==> src/rtl/core/ttw_pkg.sv <==
// ----------------------------------------------------------------------------
// ttw_pkg
// Shared types and constants for the text to tile-map writer.
// ----------------------------------------------------------------------------
package ttw_pkg;

    // default geometry
    localparam int MAP_WIDTH_DEF      = 32;
    localparam int MAP_HEIGHT_DEF     = 32;
    localparam int MAX_CELL_TILES_DEF = 4;

    // most map writes one character may cause
    localparam int MAX_WRITES = 16;

    // configuration register indexes
    localparam logic [2:0] CFG_FIRST_GLYPH  = 3'd0;
    localparam logic [2:0] CFG_LAST_GLYPH   = 3'd1;
    localparam logic [2:0] CFG_ATLAS_COLS   = 3'd2;
    localparam logic [2:0] CFG_ATLAS_STRIDE = 3'd3;
    localparam logic [2:0] CFG_CELL_WIDE    = 3'd4;
    localparam logic [2:0] CFG_CELL_HIGH    = 3'd5;
    localparam logic [2:0] CFG_PALETTE      = 3'd6;

    // configuration reset values
    localparam logic [6:0] FIRST_GLYPH_RST  = 7'd32;
    localparam logic [6:0] LAST_GLYPH_RST   = 7'd127;
    localparam logic [6:0] ATLAS_COLS_RST   = 7'd16;
    localparam logic [7:0] ATLAS_STRIDE_RST = 8'd16;
    localparam logic [2:0] CELL_WIDE_RST    = 3'd1;
    localparam logic [2:0] CELL_HIGH_RST    = 3'd1;
    localparam logic [3:0] PALETTE_RST      = 4'd0;

    // control characters
    localparam logic [7:0] CHAR_NEWLINE = 8'd10;
    localparam logic [7:0] CHAR_TAB     = 8'd9;

    // sequencer states
    typedef enum logic [10:0] {
        S_IDLE   = 11'b000_0000_0001,
        S_DECODE = 11'b000_0000_0010,
        S_ROWCHK = 11'b000_0000_0100,
        S_COLCHK = 11'b000_0000_1000,
        S_DIV    = 11'b000_0001_0000,
        S_MULQ   = 11'b000_0010_0000,
        S_MULS   = 11'b000_0100_0000,
        S_MULR   = 11'b000_1000_0000,
        S_MULA   = 11'b001_0000_0000,
        S_EMIT   = 11'b010_0000_0000,
        S_SPARE  = 11'b100_0000_0000
    } ttw_state_t;

endpackage

==> src/rtl/core/text_to_tilemap_writer_core.sv <==
// ----------------------------------------------------------------------------
// text_to_tilemap_writer_core
// Turns a stream of text bytes into tile-map entry writes for a text layer.
// ----------------------------------------------------------------------------
// One input item is taken at a time. A newline, a tab or a character of a
// stopped string ends in the decode step; a character whose cell lies off
// the grid ends in the row or column check. A printable character that lands
// on the grid makes n = min(cell width * cell height, 16) map writes: one
// shared 16x8 multiplier performs the grid checks, the glyph base and the map
// address arithmetic in turn, a restoring divider splits the glyph index by
// the atlas column count, and one map write leaves per cycle while the result
// side keeps up. The last write sits in the output register while the next
// item is already accepted.
module text_to_tilemap_writer_core
    import ttw_pkg::*;
#(
    parameter int MAP_WIDTH      = MAP_WIDTH_DEF,
    parameter int MAP_HEIGHT     = MAP_HEIGHT_DEF,
    parameter int MAX_CELL_TILES = MAX_CELL_TILES_DEF
) (
    input  logic        aclk,
    input  logic        aresetn,
    // configuration writes
    input  logic        cfg_valid,
    output logic        cfg_ready,
    input  logic [2:0]  cfg_index,
    input  logic [7:0]  cfg_data,
    // character items
    input  logic        s_valid,
    output logic        s_ready,
    input  logic [7:0]  s_char_code,
    input  logic [4:0]  s_origin_col,
    input  logic [4:0]  s_origin_row,
    input  logic        s_string_start,
    // map write items
    output logic        m_valid,
    input  logic        m_ready,
    output logic [9:0]  m_map_address,
    output logic [15:0] m_map_entry,
    output logic        m_last_write
);

    localparam int CW_W = $clog2(MAX_CELL_TILES + 1);

    // configuration registers
    logic [6:0] first_glyph_reg;
    logic [6:0] last_glyph_reg;
    logic [6:0] atlas_cols_reg;
    logic [7:0] atlas_stride_reg;
    logic [2:0] cell_wide_reg;
    logic [2:0] cell_high_reg;
    logic [3:0] palette_reg;

    // cursor state
    logic [5:0] cursor_col_reg, cursor_col_next;
    logic [5:0] cursor_row_reg, cursor_row_next;
    logic [4:0] home_col_reg, home_col_next;
    logic       stopped_reg, stopped_next;

    // sequencer and working registers
    ttw_state_t      state_reg, state_next;
    logic [7:0]      code_reg, code_next;
    logic [9:0]      tx_reg, tx_next;
    logic [9:0]      ty_reg, ty_next;
    logic [7:0]      div_rem_reg, div_rem_next;
    logic [6:0]      div_quo_reg, div_quo_next;
    logic [2:0]      div_cnt_reg, div_cnt_next;
    logic [15:0]     acc_reg, acc_next;
    logic [15:0]     row_tile_reg, row_tile_next;
    logic [9:0]      row_addr_reg, row_addr_next;
    logic [CW_W-1:0] dx_reg, dx_next;
    logic [CW_W-1:0] dy_reg, dy_next;
    logic [3:0]      wcnt_reg, wcnt_next;

    // output register
    logic        m_valid_reg, m_valid_next;
    logic [9:0]  out_addr_reg, out_addr_next;
    logic [15:0] out_entry_reg, out_entry_next;
    logic        out_last_reg, out_last_next;

    // shared multiplier
    logic [15:0] mul_a;
    logic [7:0]  mul_b;
    logic [23:0] mul_full;
    logic [15:0] mul_p;

    // derived configuration
    logic [CW_W-1:0] cw_eff, ch_eff;
    logic [6:0]      cols_eff;
    logic            code_in_range;
    logic [6:0]      glyph_idx;

    // divider step
    logic [7:0] div_trial;
    logic       div_ge;

    // misc
    logic [6:0] row_inc, col_inc, tab_sum;
    logic       out_free, emit_last, dx_end, dy_end;
    logic       s_accept;

    assign cfg_ready = 1'b1;
    assign s_ready   = (state_reg == S_IDLE);
    assign s_accept  = s_valid && s_ready;

    assign m_valid       = m_valid_reg;
    assign m_map_address = out_addr_reg;
    assign m_map_entry   = out_entry_reg;
    assign m_last_write  = out_last_reg;

    // cell size clamp to one..MAX_CELL_TILES
    always_comb begin
        if (cell_wide_reg == 3'd0) begin
            cw_eff = CW_W'(1);
        end else if (int'(cell_wide_reg) > MAX_CELL_TILES) begin
            cw_eff = CW_W'(MAX_CELL_TILES);
        end else begin
            cw_eff = CW_W'(cell_wide_reg);
        end
        if (cell_high_reg == 3'd0) begin
            ch_eff = CW_W'(1);
        end else if (int'(cell_high_reg) > MAX_CELL_TILES) begin
            ch_eff = CW_W'(MAX_CELL_TILES);
        end else begin
            ch_eff = CW_W'(cell_high_reg);
        end
    end

    // glyph index into the atlas, out-of-range codes fall back to the first glyph
    assign cols_eff      = (atlas_cols_reg == 7'd0) ? 7'd1 : atlas_cols_reg;
    assign code_in_range = !code_reg[7] && (code_reg[6:0] >= first_glyph_reg)
                           && (code_reg[6:0] <= last_glyph_reg);
    assign glyph_idx     = code_in_range ? (code_reg[6:0] - first_glyph_reg) : 7'd0;

    // restoring divide step
    assign div_trial = {div_rem_reg[6:0], div_quo_reg[6]};
    assign div_ge    = (div_trial >= {1'b0, cols_eff});

    // cursor helpers
    assign row_inc = {1'b0, cursor_row_reg} + 7'd1;
    assign col_inc = {1'b0, cursor_col_reg} + 7'd1;
    assign tab_sum = ({1'b0, cursor_col_reg} + 7'd4) & 7'b111_1100;

    // emit helpers
    assign out_free  = !m_valid_reg || m_ready;
    assign dx_end    = (dx_reg == CW_W'(cw_eff - 1'b1));
    assign dy_end    = (dy_reg == CW_W'(ch_eff - 1'b1));
    assign emit_last = (wcnt_reg == 4'(MAX_WRITES - 1)) || (dx_end && dy_end);

    // shared multiplier operand selection
    always_comb begin
        mul_a = 16'd0;
        mul_b = 8'd0;
        unique case (state_reg)
            S_DECODE, S_COLCHK: begin
                mul_a = {9'd0, col_inc};
                mul_b = 8'(cw_eff);
            end
            S_ROWCHK: begin
                mul_a = {9'd0, row_inc};
                mul_b = 8'(ch_eff);
            end
            S_MULQ: begin
                mul_a = {9'd0, div_quo_reg};
                mul_b = 8'(ch_eff);
            end
            S_MULS: begin
                mul_a = acc_reg;
                mul_b = atlas_stride_reg;
            end
            S_MULR: begin
                mul_a = {8'd0, div_rem_reg};
                mul_b = 8'(cw_eff);
            end
            S_MULA: begin
                mul_a = {6'd0, ty_reg};
                mul_b = 8'(MAP_WIDTH);
            end
            default: begin
                mul_a = 16'd0;
                mul_b = 8'd0;
            end
        endcase
    end

    assign mul_full = mul_a * mul_b;
    assign mul_p    = mul_full[15:0];

    // sequencer
    always_comb begin
        state_next      = state_reg;
        cursor_col_next = cursor_col_reg;
        cursor_row_next = cursor_row_reg;
        home_col_next   = home_col_reg;
        stopped_next    = stopped_reg;
        code_next       = code_reg;
        tx_next         = tx_reg;
        ty_next         = ty_reg;
        div_rem_next    = div_rem_reg;
        div_quo_next    = div_quo_reg;
        div_cnt_next    = div_cnt_reg;
        acc_next        = acc_reg;
        row_tile_next   = row_tile_reg;
        row_addr_next   = row_addr_reg;
        dx_next         = dx_reg;
        dy_next         = dy_reg;
        wcnt_next       = wcnt_reg;
        m_valid_next    = m_valid_reg && !m_ready;
        out_addr_next   = out_addr_reg;
        out_entry_next  = out_entry_reg;
        out_last_next   = out_last_reg;

        unique case (state_reg)
            S_IDLE: begin
                if (s_accept) begin
                    code_next = s_char_code;
                    if (s_string_start) begin
                        cursor_col_next = {1'b0, s_origin_col};
                        cursor_row_next = {1'b0, s_origin_row};
                        home_col_next   = s_origin_col;
                        stopped_next    = 1'b0;
                    end
                    state_next = S_DECODE;
                end
            end
            S_DECODE: begin
                if (stopped_reg) begin
                    state_next = S_IDLE;
                end else if (code_reg == CHAR_NEWLINE) begin
                    cursor_col_next = {1'b0, home_col_reg};
                    cursor_row_next = row_inc[6] ? 6'd63 : row_inc[5:0];
                    state_next      = S_IDLE;
                end else if (code_reg == CHAR_TAB) begin
                    cursor_col_next = tab_sum[6] ? 6'd63 : tab_sum[5:0];
                    state_next      = S_IDLE;
                end else begin
                    // wrap past the right edge of the cell grid
                    if (mul_p > 16'(MAP_WIDTH)) begin
                        cursor_col_next = {1'b0, home_col_reg};
                        cursor_row_next = row_inc[6] ? 6'd63 : row_inc[5:0];
                    end
                    state_next = S_ROWCHK;
                end
            end
            S_ROWCHK: begin
                // bottom edge stops the rest of the string
                if (mul_p > 16'(MAP_HEIGHT)) begin
                    stopped_next = 1'b1;
                    state_next   = S_IDLE;
                end else begin
                    ty_next    = 10'(mul_p - 16'(ch_eff));
                    state_next = S_COLCHK;
                end
            end
            S_COLCHK: begin
                cursor_col_next = col_inc[6] ? 6'd63 : col_inc[5:0];
                if (mul_p > 16'(MAP_WIDTH)) begin
                    state_next = S_IDLE;
                end else begin
                    tx_next      = 10'(mul_p - 16'(cw_eff));
                    div_rem_next = 8'd0;
                    div_quo_next = glyph_idx;
                    div_cnt_next = 3'd0;
                    state_next   = S_DIV;
                end
            end
            S_DIV: begin
                div_rem_next = div_ge ? (div_trial - {1'b0, cols_eff}) : div_trial;
                div_quo_next = {div_quo_reg[5:0], div_ge};
                div_cnt_next = div_cnt_reg + 3'd1;
                if (div_cnt_reg == 3'd6) begin
                    state_next = S_MULQ;
                end
            end
            S_MULQ: begin
                acc_next   = mul_p;
                state_next = S_MULS;
            end
            S_MULS: begin
                acc_next   = mul_p;
                state_next = S_MULR;
            end
            S_MULR: begin
                row_tile_next = acc_reg + mul_p + 16'd1;
                state_next    = S_MULA;
            end
            S_MULA: begin
                row_addr_next = mul_p[9:0] + tx_reg;
                dx_next       = '0;
                dy_next       = '0;
                wcnt_next     = 4'd0;
                state_next    = S_EMIT;
            end
            S_EMIT: begin
                if (out_free) begin
                    m_valid_next   = 1'b1;
                    out_addr_next  = row_addr_reg + 10'(dx_reg);
                    out_entry_next = (row_tile_reg + 16'(dx_reg)) | {palette_reg, 12'd0};
                    out_last_next  = emit_last;
                    wcnt_next      = wcnt_reg + 4'd1;
                    if (emit_last) begin
                        state_next = S_IDLE;
                    end else if (dx_end) begin
                        dx_next       = '0;
                        dy_next       = dy_reg + 1'b1;
                        row_tile_next = row_tile_reg + 16'(atlas_stride_reg);
                        row_addr_next = row_addr_reg + 10'(MAP_WIDTH);
                    end else begin
                        dx_next = dx_reg + 1'b1;
                    end
                end
            end
            default: begin
                state_next = S_IDLE;
            end
        endcase
    end

    // control registers
    always_ff @(posedge aclk) begin
        if (!aresetn) begin
            state_reg      <= S_IDLE;
            cursor_col_reg <= 6'd0;
            cursor_row_reg <= 6'd0;
            home_col_reg   <= 5'd0;
            stopped_reg    <= 1'b0;
            m_valid_reg    <= 1'b0;
        end else begin
            state_reg      <= state_next;
            cursor_col_reg <= cursor_col_next;
            cursor_row_reg <= cursor_row_next;
            home_col_reg   <= home_col_next;
            stopped_reg    <= stopped_next;
            m_valid_reg    <= m_valid_next;
        end
    end

    // working and payload registers
    always_ff @(posedge aclk) begin
        code_reg      <= code_next;
        tx_reg        <= tx_next;
        ty_reg        <= ty_next;
        div_rem_reg   <= div_rem_next;
        div_quo_reg   <= div_quo_next;
        div_cnt_reg   <= div_cnt_next;
        acc_reg       <= acc_next;
        row_tile_reg  <= row_tile_next;
        row_addr_reg  <= row_addr_next;
        dx_reg        <= dx_next;
        dy_reg        <= dy_next;
        wcnt_reg      <= wcnt_next;
        out_addr_reg  <= out_addr_next;
        out_entry_reg <= out_entry_next;
        out_last_reg  <= out_last_next;
    end

    // configuration register file
    always_ff @(posedge aclk) begin
        if (!aresetn) begin
            first_glyph_reg  <= FIRST_GLYPH_RST;
            last_glyph_reg   <= LAST_GLYPH_RST;
            atlas_cols_reg   <= ATLAS_COLS_RST;
            atlas_stride_reg <= ATLAS_STRIDE_RST;
            cell_wide_reg    <= CELL_WIDE_RST;
            cell_high_reg    <= CELL_HIGH_RST;
            palette_reg      <= PALETTE_RST;
        end else if (cfg_valid && cfg_ready) begin
            unique case (cfg_index)
                CFG_FIRST_GLYPH:  first_glyph_reg  <= cfg_data[6:0];
                CFG_LAST_GLYPH:   last_glyph_reg   <= cfg_data[6:0];
                CFG_ATLAS_COLS:   atlas_cols_reg   <= cfg_data[6:0];
                CFG_ATLAS_STRIDE: atlas_stride_reg <= cfg_data;
                CFG_CELL_WIDE:    cell_wide_reg    <= cfg_data[2:0];
                CFG_CELL_HIGH:    cell_high_reg    <= cfg_data[2:0];
                CFG_PALETTE:      palette_reg      <= cfg_data[3:0];
                default: begin
                end
            endcase
        end
    end

    // new map writes are only loaded by the emit step
    a_load_from_emit: assert property (@(posedge aclk) disable iff (!aresetn)
        (m_valid_reg && !$past(m_valid_reg)) |-> $past(state_reg == S_EMIT))
        else $error("map write loaded outside the emit step");

    // column and row counters stay inside the cell while emitting
    a_dx_in_cell: assert property (@(posedge aclk) disable iff (!aresetn)
        (state_reg == S_EMIT) |-> (dx_reg < cw_eff) && (dy_reg < ch_eff))
        else $error("tile offset outside the glyph cell");

    // a final write always hands control back to the idle step
    a_last_ends_item: assert property (@(posedge aclk) disable iff (!aresetn)
        (state_reg == S_EMIT && out_free && emit_last) |=> (state_reg == S_IDLE))
        else $error("emit continued after the final write");

endmodule
==> config.mk <==
export PLATFORM = sky130hd
export DESIGN_NAME = text_to_tilemap_writer_core
export DESIGN_NICKNAME = d
export VERILOG_FILES = /design/src/rtl/core/ttw_pkg.sv /design/src/rtl/core/text_to_tilemap_writer_core.sv
export SDC_FILE = /design/constraint.sdc
export NUM_CORES = 1
export LEC_CHECK = 0
export BUFFER_PORTS_ARGS = -buffer_cell sky130_fd_sc_hd__buf_2
export CAP_MARGIN = 20
export CORE_ASPECT_RATIO = 0.5
export CORE_UTILIZATION = 45
export CTS_CLUSTER_SIZE = 14
export DETAILED_ROUTE_END_ITERATION = 8
export GPL_TIMING_DRIVEN = 0
export PLACE_DENSITY = 0.65
export SLEW_MARGIN = 20
export SYNTH_ARGS = -nofsm -noshare
export SYNTH_HDL_FRONTEND = slang
export SYNTH_SLANG_ARGS = --single-unit
==> constraint.sdc <==
create_clock -name aclk -period 25 [get_ports aclk]
set_input_delay 3.75 -clock aclk [delete_from_list [all_inputs] [get_ports aclk]]
set_output_delay 3.75 -clock aclk [all_outputs]
set_load 0.005 [all_outputs]
==> summary.md, run 1 <==
| Metric | Value |
|---|---|
| Iter 0 DRT Violations | 967 |
| GRT Total Usage | 0.242 |
| Post-synth top cells | nor2_1, inv_1, edfxtp_1, nand2_1, ha_1 |
| Peak VDD IR | 0.0000499 V |
| Area contributors post-synth | edfxtp_1, fa_1, dfxtp_1 |
| Register area share after synthesis | 0.356 |
| Drt first pass iters | 6 |
| Fin. Hold Viols | 0 |
| Worst EP arrival | 10.17 ns |
| Yosys reg bits | 193 |
| Detailed-route via count | 11600 |
| Yosys warns | 0 |
| Vias in the first global route | 11300 |
| CP Data Required Time | 25.07 ns |
| Synthesized area | 14400 sq um |
| Worst Setup SP | state_reg[9] |
| RSZ-0062 raised after global routing | no |
| Total power | 0.726 mW |
| Final Cycle Share | 0.404 |
| CTS clk-pin slew, worst paths | 0.07 ns |
| Post-CTS Setup Bufs | 0 |
| Placer Congestion | 0.940 |
| Placed cells | 2002 |
| Final Critical Period | 10.10 ns |
| Register Area | 5110 sq um |
| Clk_skew | 0.0100 ns |
| Tightest Hold Check Type | flip-flop to flip-flop |
| Die Span X | 255 um |
| Layout Utilization | 0.515 |
| HP Start | first_glyph_reg[6] |
| Pwr Density | 45.7 nW/um^2 |
| Fillcell total | 2929 |
| CTS tree | yes |
| Highest Clock Rate | 0.0990 GHz |
| Kind of critical path | flip-flop to flip-flop |
| Non-filler instance count after layout | 2034 |
| Input/output buffers | 62 |
| EDFF count, synth | 125 |
| Die Y | 128 um |
| Per-cell routed wire length | 18.8 um |
| Synthesized instance count | 1506 |
| Grt total ovfl | 0 |
| Setup TNS | 0 ns |
| Worst R2R Start | state_reg[9] |
| Initial antenna violation count | 0 |
| # DRC | 0 |
| CTS Hold Buffers Added | 0 |
| DRT antenna net count | 0 |
| # clock sinks | 193 |
| Status | finished clean |
| P_leak | 6.48 nW |
| Max cap viols | 0 |
| Sw frac | 0.279 |
| Largest net degree at the start of global routing | 29 |
| CTS resizes | 0 |
| Core ar. | 30900 sq um |
| Clk_lat worst skew | 0.45 ns |
| Final-report setup violation count | 0 |
| Synth top area share | 0.261 |
| Initial core utilization | 0.466 |
| Worst setup SP type | flip-flop |
| H-tree levels | 4 |
| Die area | 32700 sq um |
| Dpl hpwl | 30.0 mm |
| Root Driver | clkbuf_16 |
| Max_slew headroom | 0.219 |
| Cell internal pwr | 0.524 mW |
| Post-synth net total | 1710 |
| Synthesis-to-layout area growth | 10.6% |
| Max-slew violations | 0 |
| Ys async rst share | 0 |
| Slew @ Worst Pin | 1.16 ns |
| Routed WL | 38.2 mm |
| Netlist cell types | 88 |
| Share of cells above drive strength 1 | 0.113 |
| Comb pwr share | 0.138 |
| Synth Flop Type | edfxtp_1 |
| Clock Path Buffers | 2 |
| Flop pwr share | 0.490 |
| Num ports | 65 |
| Yosys top cell by area | edfxtp_1 |
| Top-count cell post-synth | nor2_1 |
| Area taken by multi-input logic gates | 8560 sq um |
| CP Capture Type | flip-flop |
| CP Max Fanout | 14 |
| Nets | 1802 |
| Clk pwr share | 0.371 |
| Switch Pwr | 0.202 mW |
| Synthesized area per cell | 9.55 sq um |
| FP Rows | 45 |
| Num CTS Buffers | 17 |
| Global-route wire length before repair | 60.7 mm |
| Antenna Cells | 0 |
| Vias/cell | 5.68 |
==> critical path, cell delays in order (launching register included) <==
cell and delay (ns):
dfxtp_1 0.30, clkbuf_1 0.17, nor4_2 0.60, and3_1 0.23, clkbuf_1 0.21, clkbuf_1 0.79
a222oi_1 0.26, o21ai_0 0.20, a221oi_2 0.06, buf_4 0.23, or2_2 0.32, fa_1 0.49
fa_1 0.54, inv_1 0.05, fa_1 0.53, inv_1 0.06, fa_1 0.53, inv_1 0.04
ha_1 0.23, or4_1 0.52, o221ai_1 0.34, nor2b_1 0.12, a211oi_2 0.40, xnor2_1 0.19
a2111oi_0 0.81, nor2b_1 0.38, nand2_1 0.24, nor2_1 0.84
==> power groups by stage <==
stage	Sequential, mW	Clock, mW	Combinational (mW)
6_report	0.356	0.270	0.100
5_1_grt	0.357	0.285	0.109
4_1_cts	0.356	0.272	0.0985
3_5_place_dp	0.363	0	0.0978
3_3_place_gp	0.362	0	0.0937
2_1_floorplan	0.359	0	0.0700
==> stage by stage <==
| stage | hold slack, ns | worst slack (ns) | area (sq um) |
|---|---|---|---|
| after floorplan | 0.436 | 16.28 | 14400 |
| after global placement | 0.455 | 13.87 | 15200 |
| after detailed placement | 0.451 | 15.14 | 15400 |
| after CTS | 0.462 | 15.11 | 15900 |
| after global routing | 0.486 | 14.51 | 15900 |
| final | 0.464 | 14.90 | 15900 |
==> metal layers <==
| metal | up-vias | GRT usage | share of wire |
|---|---|---|---|
| met4 | 0 | 0.0585 | 0.015 |
| met5 | - | 0 | 0 |
| met3 | 51 | 0.0467 | 0.071 |
| met1 | 5729 | 0.343 | 0.47 |
| met2 | 340 | 0.380 | 0.45 |
| li1 | 5433 | - | - |
==> cell families (layout without fill, tap and decap cells) <==
logic type | Yosys count | after routing | synth area share
DFF | 193 | 193 | 0.356
buffers and inverters | 192 | 297 | 0.0533
adders and majority gates | 169 | 169 | 0.183
and+or+nand+nor | 519 | 519 | 0.176
xor gates and xnor gates | 119 | 119 | 0.0730
AOI/OAI and AO/OA | 278 | 278 | 0.134
muxes | 35 | 35 | 0.0245
other | 1 | 1 | 0.000261
==> cell usage in the layout (no fill, tap or decap), drive strengths merged, types with 5 or more instances in the layout <==
master	netlist	final
buf	14	87
or2	25	25
a22oi	7	7
dfxtp	68	68
xnor2	75	75
inv	140	145
nand4b	7	7
o221ai	5	5
or4	6	6
and2	8	8
a311oi	7	7
mux2i	34	34
a222oi	6	6
nand3b	5	5
a211oi	9	9
clkbuf	38	59
a21o	24	24
nand4	11	11
a21oi	75	75
o21ai	56	56
a31oi	6	6
nor3	33	33
and3	13	13
ha	100	100
o211ai	13	13
nand2	112	112
nand3	29	29
a221oi	10	10
clkinv	0	5
o21bai	8	8
nor2	190	190
nor4	13	13
a21boi	7	7
fa	69	69
nand2b	15	15
xor2	44	44
or3	7	7
edfxtp	125	125
o21a	12	12
nor2b	27	27
==> final timing paths <==
path                   endpoint  slack, ns  cells past startpoint
max                   ty_reg[6]      14.90                     27
min          first_glyph_reg[6]       0.46                      2
max reg2reg           ty_reg[6]      14.90                     27
min reg2reg  first_glyph_reg[6]       0.46                      2
==> area by class of cell <==
class	instances	share of cell area
clock inverter	11	0.00661
sequential	193	0.322
tap	423	0.0333
buffer	52	0.0152
clock buffer	21	0.0277
timing repair buffer	73	0.0243
inverter	140	0.0330
multi-input combinational	1121	0.538
Note: power is estimated with default switching activity, not from simulation.
==> inputs of run 2 (changes only) <==
clock period = 10.1 ns   (was 25 ns; I/O delays follow)
==> summary.md, run 2 (synthesis results as in run 1) <==
| Metric | Value |
|---|---|
| Routed WL | 38.1 mm (about the same) |
| CTS tree | yes |
| Global-route wire length before repair | 60.7 mm (unchanged) |
| Worst path buffer plus inverter count | 7 (unchanged) |
| Num CTS Buffers | 17 (unchanged) |
| Die Y | 128 um (unchanged) |
| Clk_skew | 0.0106 ns (+0.000622 ns) |
| Die area | 32700 sq um (unchanged) |
| Slowest CP cell | clkdlybuf4s15_1 |
| CP Data Required Time | 10.19 ns (-14.88 ns) |
| Num ports | 65 (unchanged) |
| Grt total ovfl | 0 (unchanged) |
| Post-CTS Setup Bufs | 0 (unchanged) |
| Final Critical Period | 9.56 ns (-0.533 ns) |
| P_leak | 6.49 nW (about the same) |
| FP Rows | 45 (unchanged) |
| Drt first pass iters | 6 (unchanged) |
| Hold_ws | 0.469 ns (+0.00421 ns) |
| Per-cell routed wire length | 18.8 um (about the same) |
| Clk pwr share | 0.372 (about the same) |
| Reg2Reg Depth | 27 (unchanged) |
| Non-filler instance count after layout | 2034 (unchanged) |
| Slew @ Worst Pin | 1.19 ns (+0.0268 ns) |
| Worst EP arrival | 9.65 ns (-0.52 ns) |
| Final Cell Area | 15900 sq um (about the same) |
| Max-slew violations | 0 (unchanged) |
| Total power | 1.80 mW (+150%) |
| H-tree levels | 4 (unchanged) |
| Peak VDD IR | 0.000124 V (+150%) |
| Kind of critical path | flip-flop to flip-flop |
| Most common cell after layout, fill and taps aside | nor2_1 |
| Sw frac | 0.279 (about the same) |
| Reg2reg setup slack | 0.54 ns (-14.37 ns) |
| # clock sinks | 193 (unchanged) |
| Top cell by count, worst path | fa_1 |
| Fillcell total | 2927 (-0.068%) |
| CP Capture Type | flip-flop |
| Clk_lat worst skew | 0.46 ns (about the same) |
| Worst setup SP type | flip-flop |
| Delay-heaviest family, CP | simple AND/OR/NAND/NOR gates |
| Placer Congestion | 0.940 (unchanged) |
| Switch Pwr | 0.501 mW (+150%) |
| Worst Hold End | first_glyph_reg[4] |
| GRT Total Usage | 0.242 (unchanged) |
| Share of cells above drive strength 1 | 0.114 (+0.000621) |
| Comb pwr share | 0.138 (about the same) |
| Max_slew headroom | 0.201 (-0.0180) |
| Worst R2R Start | state_reg[9] |
| Clock Path Buffers | 2 (unchanged) |
| # DRC | 0 (unchanged) |
| Largest net degree at the start of global routing | 29 (unchanged) |
| Fin. Hold Viols | 0 (unchanged) |
| Synthesis-to-layout area growth | 10.7% (about the same) |
| Cell internal pwr | 1.30 mW (+150%) |
| Iter 0 DRT Violations | 992 (+2.6%) |
| Antenna Cells | 0 (unchanged) |
| Vias/cell | 5.67 (-0.25%) |
| Core ar. | 30900 sq um (unchanged) |
| Worst Hold Depth | 2 (unchanged) |
| Max cap viols | 0 (unchanged) |
| Input/output buffers | 62 (unchanged) |
| Initial core utilization | 0.466 (unchanged) |
| CP peak stage delay | 0.77 ns (-0.07 ns) |
| DRT antenna net count | 0 (unchanged) |
| Pwr Density | 113 nW/um^2 (+150%) |
| CTS clk-pin slew, worst paths | 0.07 ns (about the same) |
| HP Start | first_glyph_reg[4] |
| Vias in the first global route | 11300 (unchanged) |
| CTS Hold Buffers Added | 0 (unchanged) |
| Commonest non-fill, non-tap cells in the layout | nor2_1, inv_1, edfxtp_1, nand2_1, ha_1 |
| Initial antenna violation count | 0 (unchanged) |
| Final-report setup violation count | 0 (unchanged) |
| CP Max Fanout | 14 (unchanged) |
| Root Driver | clkbuf_16 |
| RR Endpoint | ty_reg[6] |
| CTS resizes | 0 (unchanged) |
| Flop pwr share | 0.490 (about the same) |
| Cell Area, Placed | 15400 sq um (unchanged) |
| Nets | 1802 (unchanged) |
| Placed cells | 2002 (unchanged) |
| Dpl hpwl | 30.0 mm (unchanged) |
| Die Span X | 255 um (unchanged) |
| Tightest Hold Check Type | flip-flop to flip-flop |
| RSZ-0062 raised after global routing | no |
| Detailed-route via count | 11500 (-0.25%) |
| Status | finished clean |
| Highest Clock Rate | 0.105 GHz (+5.6%) |
| Final Cycle Share | 0.947 (+0.543) |
[run 2: area by class of cell]
type                            instances  area [sq um]  share of cell area
Multi-Input combinational cell       1121          8570               0.538
Sequential cell                       193          5110               0.321
Tap cell                              423           529              0.0332
Inverter                              140           526              0.0330
Clock buffer                           21           440              0.0277
Timing Repair Buffer                   73           387              0.0243
Buffer                                 52           248              0.0156
Clock inverter                         11           105             0.00660
[run 2: worst max path at each step]
stage | depth (start not counted) | end | slack, ns | start
after floorplan | 26 | div_cnt_reg[0] | 1.38 | state_reg[0]
after global placement | 26 | div_cnt_reg[0] | -1.03 | state_reg[9]
after detailed placement | 27 | ty_reg[8] | 0.24 | state_reg[9]
after CTS | 27 | ty_reg[6] | 0.21 | state_reg[9]
after global routing | 27 | ty_reg[6] | 0.10 | state_reg[9]
final | 27 | ty_reg[6] | 0.54 | state_reg[9]
[run 2: worst reg2reg max path, delay by kind of cell, from the launching register on]
family | cells | cell delay [ns]
AO/OA/AOI/OAI | 6 | 1.83
XOR/XNOR | 1 | 0.19
adder cells (fa/ha/maj) | 5 | 2.32
buffers and inverters | 7 | 1.54
flip-flops | 1 | 0.30
AND/OR/NAND/NOR | 8 | 3.01
[run 2: per-stage QoR]
| stage | setup slack [ns] | util | setup TNS, ns |
|---|---|---|---|
| after global routing | 0.105 | 0.516 | 0 |
| after global placement | -1.03 | 0.493 | -20.34 |
| final | 0.536 | 0.516 | 0 |
| after floorplan | 1.38 | - | 0 |
| after detailed placement | 0.241 | 0.498 | 0 |
| after CTS | 0.207 | 0.515 | 0 |
[run 2: layer usage]
metal | up-vias | part of all wire | GRT usage
met5 | - | 0 | 0
met4 | 0 | 0.014 | 0.0585
met3 | 52 | 0.069 | 0.0467
met2 | 324 | 0.45 | 0.380
met1 | 5718 | 0.47 | 0.343
li1 | 5430 | - | -
[run 2: power groups by stage]
stage / combinational (mW) / clock, mW / sequential, mW
after floorplan: 0.173 / 0 / 0.889
after global placement: 0.232 / 0 / 0.897
after detailed placement: 0.242 / 0 / 0.898
after CTS: 0.244 / 0.674 / 0.880
after global routing: 0.270 / 0.706 / 0.883
final: 0.248 / 0.668 / 0.881
